## src/sv/abrf_pkg.sv

```systemverilog
package abrf_pkg;

	// Screen coordinate range; pixels at or past this are off screen
	localparam int COORD_LIMIT = 4096;
	localparam int COORD_W     = 12;
	localparam int PIX_W       = 32;
	localparam int CH_W        = 8;
	localparam int SHIFT_W     = 5;
	localparam int EDGE_W      = 13;
	localparam int POS_W       = 15;
	localparam logic [CH_W-1:0] CH_FULL = 8'hFF;

	// Reset values of the configuration registers
	localparam logic [CH_W-1:0]  ALPHA_RST  = 8'd255;
	localparam logic [POS_W-1:0] CHPOS_RST  = 15'd16640;

	// Configuration register indexes
	typedef enum logic [2:0] {
		REG_LEFT   = 3'd0,
		REG_TOP    = 3'd1,
		REG_WIDTH  = 3'd2,
		REG_HEIGHT = 3'd3,
		REG_FILL   = 3'd4,
		REG_ALPHA  = 3'd5,
		REG_CHPOS  = 3'd6
	} cfg_reg_t;

	// Live configuration handed to the datapath
	typedef struct packed {
		logic signed [EDGE_W-1:0] left;
		logic signed [EDGE_W-1:0] top;
		logic [EDGE_W-1:0]        width;
		logic [EDGE_W-1:0]        height;
		logic [PIX_W-1:0]         fill;
		logic [CH_W-1:0]          alpha;
		logic [SHIFT_W-1:0]       red_sh;
		logic [SHIFT_W-1:0]       grn_sh;
		logic [SHIFT_W-1:0]       blu_sh;
	} cfg_t;

endpackage

```

## src/sv/abrf_cfg_regs.sv

```systemverilog
module abrf_cfg_regs
	import abrf_pkg::*;
(
	input  logic              clk,
	input  logic              arst_n,
	input  logic              cfg_we,
	input  logic [2:0]        cfg_index,
	input  logic [PIX_W-1:0]  cfg_data,
	output cfg_t              cfg
);

	cfg_t cfg_q;

	// Register file; unknown indexes are dropped
	always_ff @(posedge clk or negedge arst_n) begin
		if (!arst_n) begin
			cfg_q.left   <= '0;
			cfg_q.top    <= '0;
			cfg_q.width  <= '0;
			cfg_q.height <= '0;
			cfg_q.fill   <= '0;
			cfg_q.alpha  <= ALPHA_RST;
			cfg_q.red_sh <= CHPOS_RST[14:10];
			cfg_q.grn_sh <= CHPOS_RST[9:5];
			cfg_q.blu_sh <= CHPOS_RST[4:0];
		end else if (cfg_we) begin
			case (cfg_reg_t'(cfg_index))
				REG_LEFT:   cfg_q.left   <= $signed(cfg_data[EDGE_W-1:0]);
				REG_TOP:    cfg_q.top    <= $signed(cfg_data[EDGE_W-1:0]);
				REG_WIDTH:  cfg_q.width  <= cfg_data[EDGE_W-1:0];
				REG_HEIGHT: cfg_q.height <= cfg_data[EDGE_W-1:0];
				REG_FILL:   cfg_q.fill   <= cfg_data;
				REG_ALPHA:  cfg_q.alpha  <= cfg_data[CH_W-1:0];
				REG_CHPOS: begin
					cfg_q.red_sh <= cfg_data[14:10];
					cfg_q.grn_sh <= cfg_data[9:5];
					cfg_q.blu_sh <= cfg_data[4:0];
				end
				default: ;
			endcase
		end
	end

	assign cfg = cfg_q;

endmodule

```

## src/sv/abrf_rect_test.sv

```systemverilog
module abrf_rect_test
	import abrf_pkg::*;
(
	input  cfg_t                cfg,
	input  logic [COORD_W-1:0]  px,
	input  logic [COORD_W-1:0]  py,
	output logic                in_rect
);

	logic signed [14:0] xs, ys, x0, y0, x1, y1;
	logic               on_screen;

	// Edges in 15-bit signed space: left+width never overflows
	always_comb begin
		xs = $signed({3'b000, px});
		ys = $signed({3'b000, py});
		x0 = {{2{cfg.left[EDGE_W-1]}}, cfg.left};
		y0 = {{2{cfg.top[EDGE_W-1]}}, cfg.top};
		x1 = x0 + $signed({2'b00, cfg.width});
		y1 = y0 + $signed({2'b00, cfg.height});
		on_screen = (17'(px) < 17'(COORD_LIMIT)) && (17'(py) < 17'(COORD_LIMIT));
		in_rect = on_screen && (xs >= x0) && (xs < x1) && (ys >= y0) && (ys < y1);
	end

endmodule

```

## src/sv/abrf_chan_mix.sv

```systemverilog
module abrf_chan_mix
	import abrf_pkg::*;
(
	input  logic [PIX_W-1:0]   fill,
	input  logic [PIX_W-1:0]   bg,
	input  logic [SHIFT_W-1:0] shift,
	input  logic [CH_W-1:0]    alpha,
	output logic [CH_W-1:0]    chan
);

	logic [CH_W-1:0] src, dst;
	logic [15:0]     wsum;
	logic [15:0]     quot;

	always_comb begin
		// Extract channels; bits above 31 read as zero
		src  = CH_W'(fill >> shift);
		dst  = CH_W'(bg >> shift);
		// Weighted sum, at most 255*255
		wsum = 16'(src) * 16'(alpha) + 16'(dst) * 16'(CH_FULL - alpha);
		// Divide by 255: (x + x/256 + 1)/256 is exact below 65535
		quot = wsum + 16'(wsum[15:8]) + 16'd1;
		chan = quot[15:8];
	end

endmodule

```

## src/sv/alpha_blend_rect_fill_core.sv

```systemverilog
// A start transfer passes the input register and then the result register before the done strobe.
// Throughput: one pixel per clock; busy is always low.
// Stages: input register, then rectangle test, blend, divide-by-255 and pack, then result register.
// The receiver cannot stall; each result shows on done for one cycle.
// Reset (arst_n low) clears the pipeline valids and loads the register defaults.
module alpha_blend_rect_fill_core
	import abrf_pkg::*;
(
	input  logic               clk,
	input  logic               arst_n,
	input  logic               start,
	output logic               busy,
	input  logic [COORD_W-1:0] pixel_x,
	input  logic [COORD_W-1:0] pixel_y,
	input  logic [PIX_W-1:0]   background,
	output logic               done,
	output logic [PIX_W-1:0]   pixel_out,
	output logic               was_blended,
	input  logic               cfg_we,
	input  logic [2:0]         cfg_index,
	input  logic [PIX_W-1:0]   cfg_data
);

	cfg_t               cfg;
	logic               vld_s1, vld_s2;
	logic [COORD_W-1:0] px_s1, py_s1;
	logic [PIX_W-1:0]   bg_s1, pix_s2;
	logic               in_rect, blend_s2;
	logic [CH_W-1:0]    red, grn, blu;
	logic [PIX_W-1:0]   packed_px;

	assign busy = 1'b0;

	abrf_cfg_regs u_cfg (
		.clk       (clk),
		.arst_n    (arst_n),
		.cfg_we    (cfg_we),
		.cfg_index (cfg_index),
		.cfg_data  (cfg_data),
		.cfg       (cfg)
	);

	// Valid chain
	always_ff @(posedge clk or negedge arst_n) begin
		if (!arst_n) begin
			vld_s1 <= 1'b0;
			vld_s2 <= 1'b0;
		end else begin
			vld_s1 <= start && !busy;
			vld_s2 <= vld_s1;
		end
	end

	// Input register
	always_ff @(posedge clk) begin
		px_s1 <= pixel_x;
		py_s1 <= pixel_y;
		bg_s1 <= background;
	end

	abrf_rect_test u_rect (
		.cfg     (cfg),
		.px      (px_s1),
		.py      (py_s1),
		.in_rect (in_rect)
	);

	// Per-channel blend
	abrf_chan_mix u_red (
		.fill (cfg.fill), .bg (bg_s1), .shift (cfg.red_sh),
		.alpha (cfg.alpha), .chan (red)
	);
	abrf_chan_mix u_grn (
		.fill (cfg.fill), .bg (bg_s1), .shift (cfg.grn_sh),
		.alpha (cfg.alpha), .chan (grn)
	);
	abrf_chan_mix u_blu (
		.fill (cfg.fill), .bg (bg_s1), .shift (cfg.blu_sh),
		.alpha (cfg.alpha), .chan (blu)
	);

	// Repack by OR; bits shifted past 31 drop off
	assign packed_px = (PIX_W'(red) << cfg.red_sh) | (PIX_W'(grn) << cfg.grn_sh)
		| (PIX_W'(blu) << cfg.blu_sh);

	// Result register
	always_ff @(posedge clk) begin
		pix_s2   <= in_rect ? packed_px : bg_s1;
		blend_s2 <= in_rect;
	end

	assign done        = vld_s2;
	assign pixel_out   = pix_s2;
	assign was_blended = blend_s2 && vld_s2;

	// Every accepted pixel yields a result once it has passed the input and result registers
	a_latency: assert property (@(posedge clk) disable iff (!arst_n)
		start |-> ##2 done)
		else $error("result missing two cycles after start");

	// No result without a matching transfer
	a_no_spurious: assert property (@(posedge clk) disable iff (!arst_n)
		done |-> $past(start, 2))
		else $error("result without an accepted pixel");

	// Pass-through pixels come back untouched
	a_passthru: assert property (@(posedge clk) disable iff (!arst_n)
		(done && !was_blended) |-> pixel_out == $past(background, 2))
		else $error("unblended pixel altered");

	// Outside the rectangle never reports a blend
	a_outside: assert property (@(posedge clk) disable iff (!arst_n)
		(vld_s1 && !in_rect) |-> ##1 !was_blended)
		else $error("blend flagged outside rectangle");

endmodule

```

## config.mk

```make
export PLATFORM = sky130hd
export DESIGN_NAME = alpha_blend_rect_fill_core
export DESIGN_NICKNAME = d
export VERILOG_FILES = /design/src/sv/abrf_pkg.sv /design/src/sv/abrf_cfg_regs.sv /design/src/sv/abrf_rect_test.sv /design/src/sv/abrf_chan_mix.sv /design/src/sv/alpha_blend_rect_fill_core.sv
export SDC_FILE = /design/constraint.sdc
export NUM_CORES = 2
export LEC_CHECK = 0
export BUFFER_PORTS_ARGS = -buffer_cell sky130_fd_sc_hd__buf_2
export CAP_MARGIN = 20
export CORE_MARGIN = 5
export CORE_UTILIZATION = 40
export CTS_CLUSTER_SIZE = 14
export DETAILED_ROUTE_END_ITERATION = 8
export GPL_TIMING_DRIVEN = 1
export SYNTH_ARGS = -nofsm -noshare
export SYNTH_HDL_FRONTEND = slang
export SYNTH_SLANG_ARGS = --single-unit
```

## constraint.sdc

```tcl
create_clock -name clk -period 28 [get_ports clk]
set_input_delay 0 -clock clk [delete_from_list [all_inputs] [get_ports clk]]
set_output_delay 0 -clock clk [all_outputs]
set_load 0.1 [all_outputs]
```

### Word level (Yosys, flattened, before mapping)

Cells that the tools add are included.

| cells by class | value |
|---|---|
| multiplexer cells | 1 |
| $add $sub $neg | 12 |
| $lt $le $gt $ge | 4 |
| div/mod/pow operators | 0 |
| reductions and logical operators | 12 |
| shifts and indexed selects | 9 |
| eq/ne operators | 6 |
| bitwise gates (word level) | 2 |
| $mul | 6 |

Operators with widths:

| kind | count |
|---|---|
| $shr 32x5->8 | 6 |
| $shl 8x5->32 | 3 |
| $or 32x32->32 | 2 |
| $add 16x1->16 const B | 3 |
| $add 16x16->16 | 3 |
| $add 16x8->16 | 3 |
| $mul 8x16->16 | 3 |
| $mul 8x8->16 | 3 |
| $mux 32 | 1 |
| $add 13x14->15 | 2 |
| $lt 13x15->1 | 2 |
| $ge 13x13->1 | 2 |
| $reduce_and 2->1 | 7 |
| $eq 3x3->1 const B | 3 |
| $sub 8x8->9 const A | 1 |
| $eq 3x2->1 const B | 2 |
| $logic_and 1x1->1 | 4 |
| $eq 3x1->1 const B | 1 |
| $logic_not 3->1 | 1 |

| word-level totals | value |
|---|---|
| RAM bits | 0 |
| bits in registers | 198 |
| ROM bits | 0 |
| logic and storage cells | 68 |
| bits of input ports | 95 |
| latch bits | 0 |
| output and inout bits | 35 |
| memories | 0 |

### Depth between registers and ports, before layout

| logic depth | value |
|---|---|
| word-level depth | 9 |
| gate-level depth with buffers | 46 |
| depth with buffers taken out | 40 |

### Modules after synthesis

From an unflattened synthesis, not the netlist that was laid out.

| unflattened totals | value |
|---|---|
| cells, all modules | 3626 |
| area total of the unflattened synthesis | 32686.3 µm² |

By module, submodules not included:

| module | cells each | area each (µm²) | instances | sequential area each (µm²) |
|---|---|---|---|---|
| abrf_chan_mix at u_blu | 855 | 7350.8 | 1 | 0.0 |
| abrf_chan_mix at u_grn | 894 | 7289.5 | 1 | 0.0 |
| abrf_chan_mix at u_red | 885 | 7205.7 | 1 | 0.0 |
| alpha_blend_rect_fill_core | 458 | 4327.9 | 1 | 1831.8 |
| abrf_cfg_regs | 231 | 4184.0 | 1 | 2690.1 |
| abrf_rect_test | 303 | 2328.5 | 1 | 0.0 |

### Worst setup path after synthesis

Ideal clock, no wire load.

| timing path | value |
|---|---|
| path type | register to register |
| start point | register u_cfg.cfg_q (netlist bit u_cfg.cfg[0]) |
| end point | register pix_s2[9] (netlist: pixel_out[9]) |
| data required time | 27.878 ns |
| arrival | 10.777 ns |
| period minus slack after synthesis | 10.899 ns |
| slack | 17.101 ns |
| library setup time | 0.122 ns |
| stages on the path, launching flop included | 45 |
| cell sequence | dfrtp_1 buf_2 buf_2 clkbuf_1 clkbuf_1 clkbuf_1 clkbuf_1 a211oi_1 a21oi_1 mux2i_1 o21ai_0 mux2i_1 or2_2 fa_1 inv_1 fa_1 inv_1 fa_1 [... 9 more ...] a21o_1 a31oi_1 nor3_1 or2_2 clkbuf_1 ha_1 a211oi_1 o211a_1 o21ai_0 and3_1 and3_1 nor3_1 a221oi_1 a21oi_1 nor2_1 o21ai_0 or4b_1 o32a_1 |

| between the ends | value |
|---|---|
| word-level cells in the longest chain between the ends | 8 |

RTL lines:

| element | RTL line | RTL |
|---|---|---|
| start: declaration | abrf_cfg_regs.sv:12 | `cfg_t cfg_q;` |
| $shr 32x5->8 (on tied branches) | abrf_chan_mix.sv:18, abrf_chan_mix.sv:17 |  |
| $mul 8x16->16 or $mul 8x8->16 (tied branches) | abrf_chan_mix.sv:20 | `wsum = 16'(src) * 16'(alpha) + 16'(dst) * 16'(CH_FULL - alpha);` |
| $add 16x16->16 | abrf_chan_mix.sv:20 |  |
| $add 16x8->16 | abrf_chan_mix.sv:22 | `quot = wsum + 16'(wsum[15:8]) + 16'd1;` |
| $add 16x1->16 | abrf_chan_mix.sv:22 |  |
| $shl 8x5->32 * | alpha_blend_rect_fill_core.sv:84 | `\| (PIX_W'(blu) << cfg.blu_sh);` |
| $or 32x32->32 * | alpha_blend_rect_fill_core.sv:84 |  |
| $mux 32 * | alpha_blend_rect_fill_core.sv:88 | `pix_s2 <= in_rect ? packed_px : bg_s1;` |
| end signal: assignment | alpha_blend_rect_fill_core.sv:88 |  |
| end: declaration | alpha_blend_rect_fill_core.sv:27 | `logic [PIX_W-1:0] bg_s1, pix_s2;` |

Mark *: on every way between the ends. The rest lies on a longest branch, timed or not.
A chain may end at the register's enable or synchronous reset.

### Final worst setup path

| timing path | value |
|---|---|
| start point | register u_cfg.cfg_q (netlist bit u_cfg.cfg[0]) |
| end point | register pix_s2[26] (netlist: pixel_out[26]) |

Same word-level chain as after synthesis.

==> flow_summary.yaml <==
sta:
  rsz0062_at_grt: "no"
  fin_worst_skew_ns: 0.0316
  hold_viol_final: 0
  maxSlewHeadroom_pct: 24.0
  fin_crit_ns: 12.33
  drv_slew: 0
  period_share_pct: 44.0
  setup_viol_count_final: 0
  clock.fmax_mhz: 81.1
  tns_ns: 0
  worstMarginPinSlew_ns: 1.14
finish:
  area_growth_pct: 8.85
  final_nets: 4557
  drive_gt1_share_pct: 16.1
  filler_cell_count: 8303
setup_path:
  required_ns: 28.36
  timing.rr.end: "pixel_out[26]$_DFF_P_"
  max_stage_delay_ns: 0.82
  crit-reg2reg-launch: "u_cfg.cfg[0]$_DFFE_PN0P_"
  rrSetupSlack_ns: 15.67
  crit_fanout: 63
  cpMaxStageDelayCell: "dfrtp_4"
  startpoint_type: "flop"
  worstPathArrival_ns: 12.69
  setup.worst_path.class: "flop to flop"
  end_kind: "flop"
  reg2reg_depth: 33
  cp_common_cell: "fa_1"
outcome:
  status: "completed"
cts:
  cts-root-buf: "clkbuf_16"
  ctsResizeCount: 0
  cts_tree: "yes"
  clockBufferDepth: 2
  h-tree-depth: 4
  clock_latency_ns: 0.53
  cts_buffers: 17
  cts.reportedPaths.clkPinSlew_ns: 0.08
  cts_sinks: 198
logic_synthesis:
  synth-compound-area-share_pct: 15.4
  syn_avg_cell_area_um2: 8.78
  synth.top_cell.area_share_pct: 17.2
  muxShareOfSynthArea_pct: 16.8
  yosysMostFrequentCell: "inv_1"
  synth_top_cells_by_count: "inv_1 (478), nor2_1 (321), nand2_1 (306), fa_1 (290), ha_1 (277)"
  syn_inst: 3854
  synth_area_leaders: "fa_1 (17%), ha_1 (10%), mux4_2 (9.4%), dfrtp_1 (7.3%), inv_1 (5.3%)"
  synth_top_family_by_area: "adder cells"
  yosysUniqueCellTypes: 102
  synth-simple-area-share_pct: 16.4
  ys_async_sr_fraction_pct: 55.1
  synthXorXnorAreaFrac_pct: 2.03
  yosysWarnings: 0
  yosys.area_share.adder_pct: 27.5
  synth.cell_area_um2: 33800
  ys.flop_type: "dfrtp_1"
  synth_seq_cells: 198
  ys_seq_area_share_pct: 13.4
  yosysTopAreaCell: "fa_1"
  synth_edf_count: 0
grt:
  grt_pass1_vias: 30200
  grt_max_degree: 79
  grt_pass1_wl_um: 181000
  grt_antenna_before_repair: 6
  overflow: 0
  track_usage_pct: 25.6
route:
  ant_nets: 0
  wl_um: 116000
  drt_iter0_drc: 3124
  drc: 0
  num_vias: 30300
  avgViaCountPerCell: 6.00
  wire_per_inst_um: 23.1
  drtPass1Iterations: 7
floorplanning:
  io_pins: 130
  start_util_pct: 40.4
  die_y_um: 301
  die_w_um: 301
  fp.dieArea_um2: 90500
  coreArea_um2: 83800
  rows: 106
placement:
  dp_hpwl_um: 88700
  port_buffers: 128
  routabilityCongestion: 1.04
hold_path:
  min_path_type: "input port to asynchronous set/reset pin"
run:
  cap_violations: 0
-- worst max-delay path, delay by kind of cell (launching register included) --
kind / cells / cell delay [ns]
and+or+nand+nor: 7 / 1.83
adders and majority gates: 8 / 3.47
muxes: 3 / 1.92
buffers and inverters: 5 / 1.13
xor gates and xnor gates: 1 / 0.28
AOI/OAI and AO/OA: 9 / 2.69
DFF: 1 / 0.82
-- per-stage QoR --
step	hold WS (ns)	cells	area (µm²)	setup WS [ns]	util [%]
6_report	0.0329	5044	36800	15.67	43.9
5_1_grt	0.0710	5042	36800	14.90	43.9
4_1_cts	0.0296	5042	36800	15.62	43.9
3_5_place_dp	0.0580	4920	35300	15.65	42.2
3_3_place_gp	0.0463	4919	35300	15.57	42.1
2_1_floorplan	-0.296	3857	33800	17.10	-
-- timing repair --
item	CTS	global route
hold buffers	90	0
setup buffers	0	0
endpoints found under the hold margin	206	0
-- sequential cells by signal, indices dropped and copies added (netlist names) --
register	count
px_s1	12
blend_s2	1
vld_s1	1
done	1
bg_s1	32
py_s1	12
pixel_out	32
u_cfg.cfg	107
-- area by class of cell --
| cell class | instances | area [µm²] | area share, % |
|---|---|---|---|
| Clock inverter | 13 | 134 | 0.364 |
| Clock buffer | 19 | 453 | 1.23 |
| Multi-Input combinational cell | 2917 | 26500 | 71.9 |
| Tap cell | 1134 | 1420 | 3.85 |
| Antenna cell | 2 | 5.00 | 0.0136 |
| Sequential cell | 198 | 4540 | 12.3 |
| Inverter | 482 | 1810 | 4.91 |
| Timing Repair Buffer | 279 | 2000 | 5.44 |
-- layout by cell type, fill, tap and decap left out, drive strengths merged, types with 133 or more instances in the layout --
cell,instances
a21oi,135
inv,486
buf,189
mux4,141
fa,290
nor2,321
mux2,133
nand2,306
ha,277
o21ai,154
-- logic make-up after synthesis --
logic type               count (synthesis)
AO/OA/AOI/OAI                          752
XOR/XNOR                                70
adder cells (fa/ha/maj)                571
buffers and inverters                  742
flip-flops                             198
multiplexers                           370
other                                    1
AND/OR/NAND/NOR                       1150
-- worst max path at each step --
stage | startpoint | end | cells after the start
final | u_cfg.cfg[0]$_DFFE_PN0P_ | pixel_out[26]$_DFF_P_ | 33
after global placement | u_cfg.cfg[0]$_DFFE_PN0P_ | pixel_out[26]$_DFF_P_ | 33
after global routing | u_cfg.cfg[0]$_DFFE_PN0P_ | pixel_out[29]$_DFF_P_ | 34
after detailed placement | u_cfg.cfg[0]$_DFFE_PN0P_ | pixel_out[26]$_DFF_P_ | 33
after floorplan | u_cfg.cfg[0]$_DFFE_PN0P_ | pixel_out[9]$_DFF_P_ | 44
after CTS | u_cfg.cfg[0]$_DFFE_PN0P_ | pixel_out[26]$_DFF_P_ | 33
-- per-layer routing --
| layer | wire length [µm] | track usage (%) |
|---|---|---|
| met1 | 47300 | 33.9 |
| met2 | 52500 | 40.8 |
| met5 | 29 | 0 |
| met4 | 5680 | 11.1 |
| met3 | 10900 | 5.41 |
Power is not shown: default switching activity piles up to over one toggle a cycle in this logic, so the estimate is an artifact.
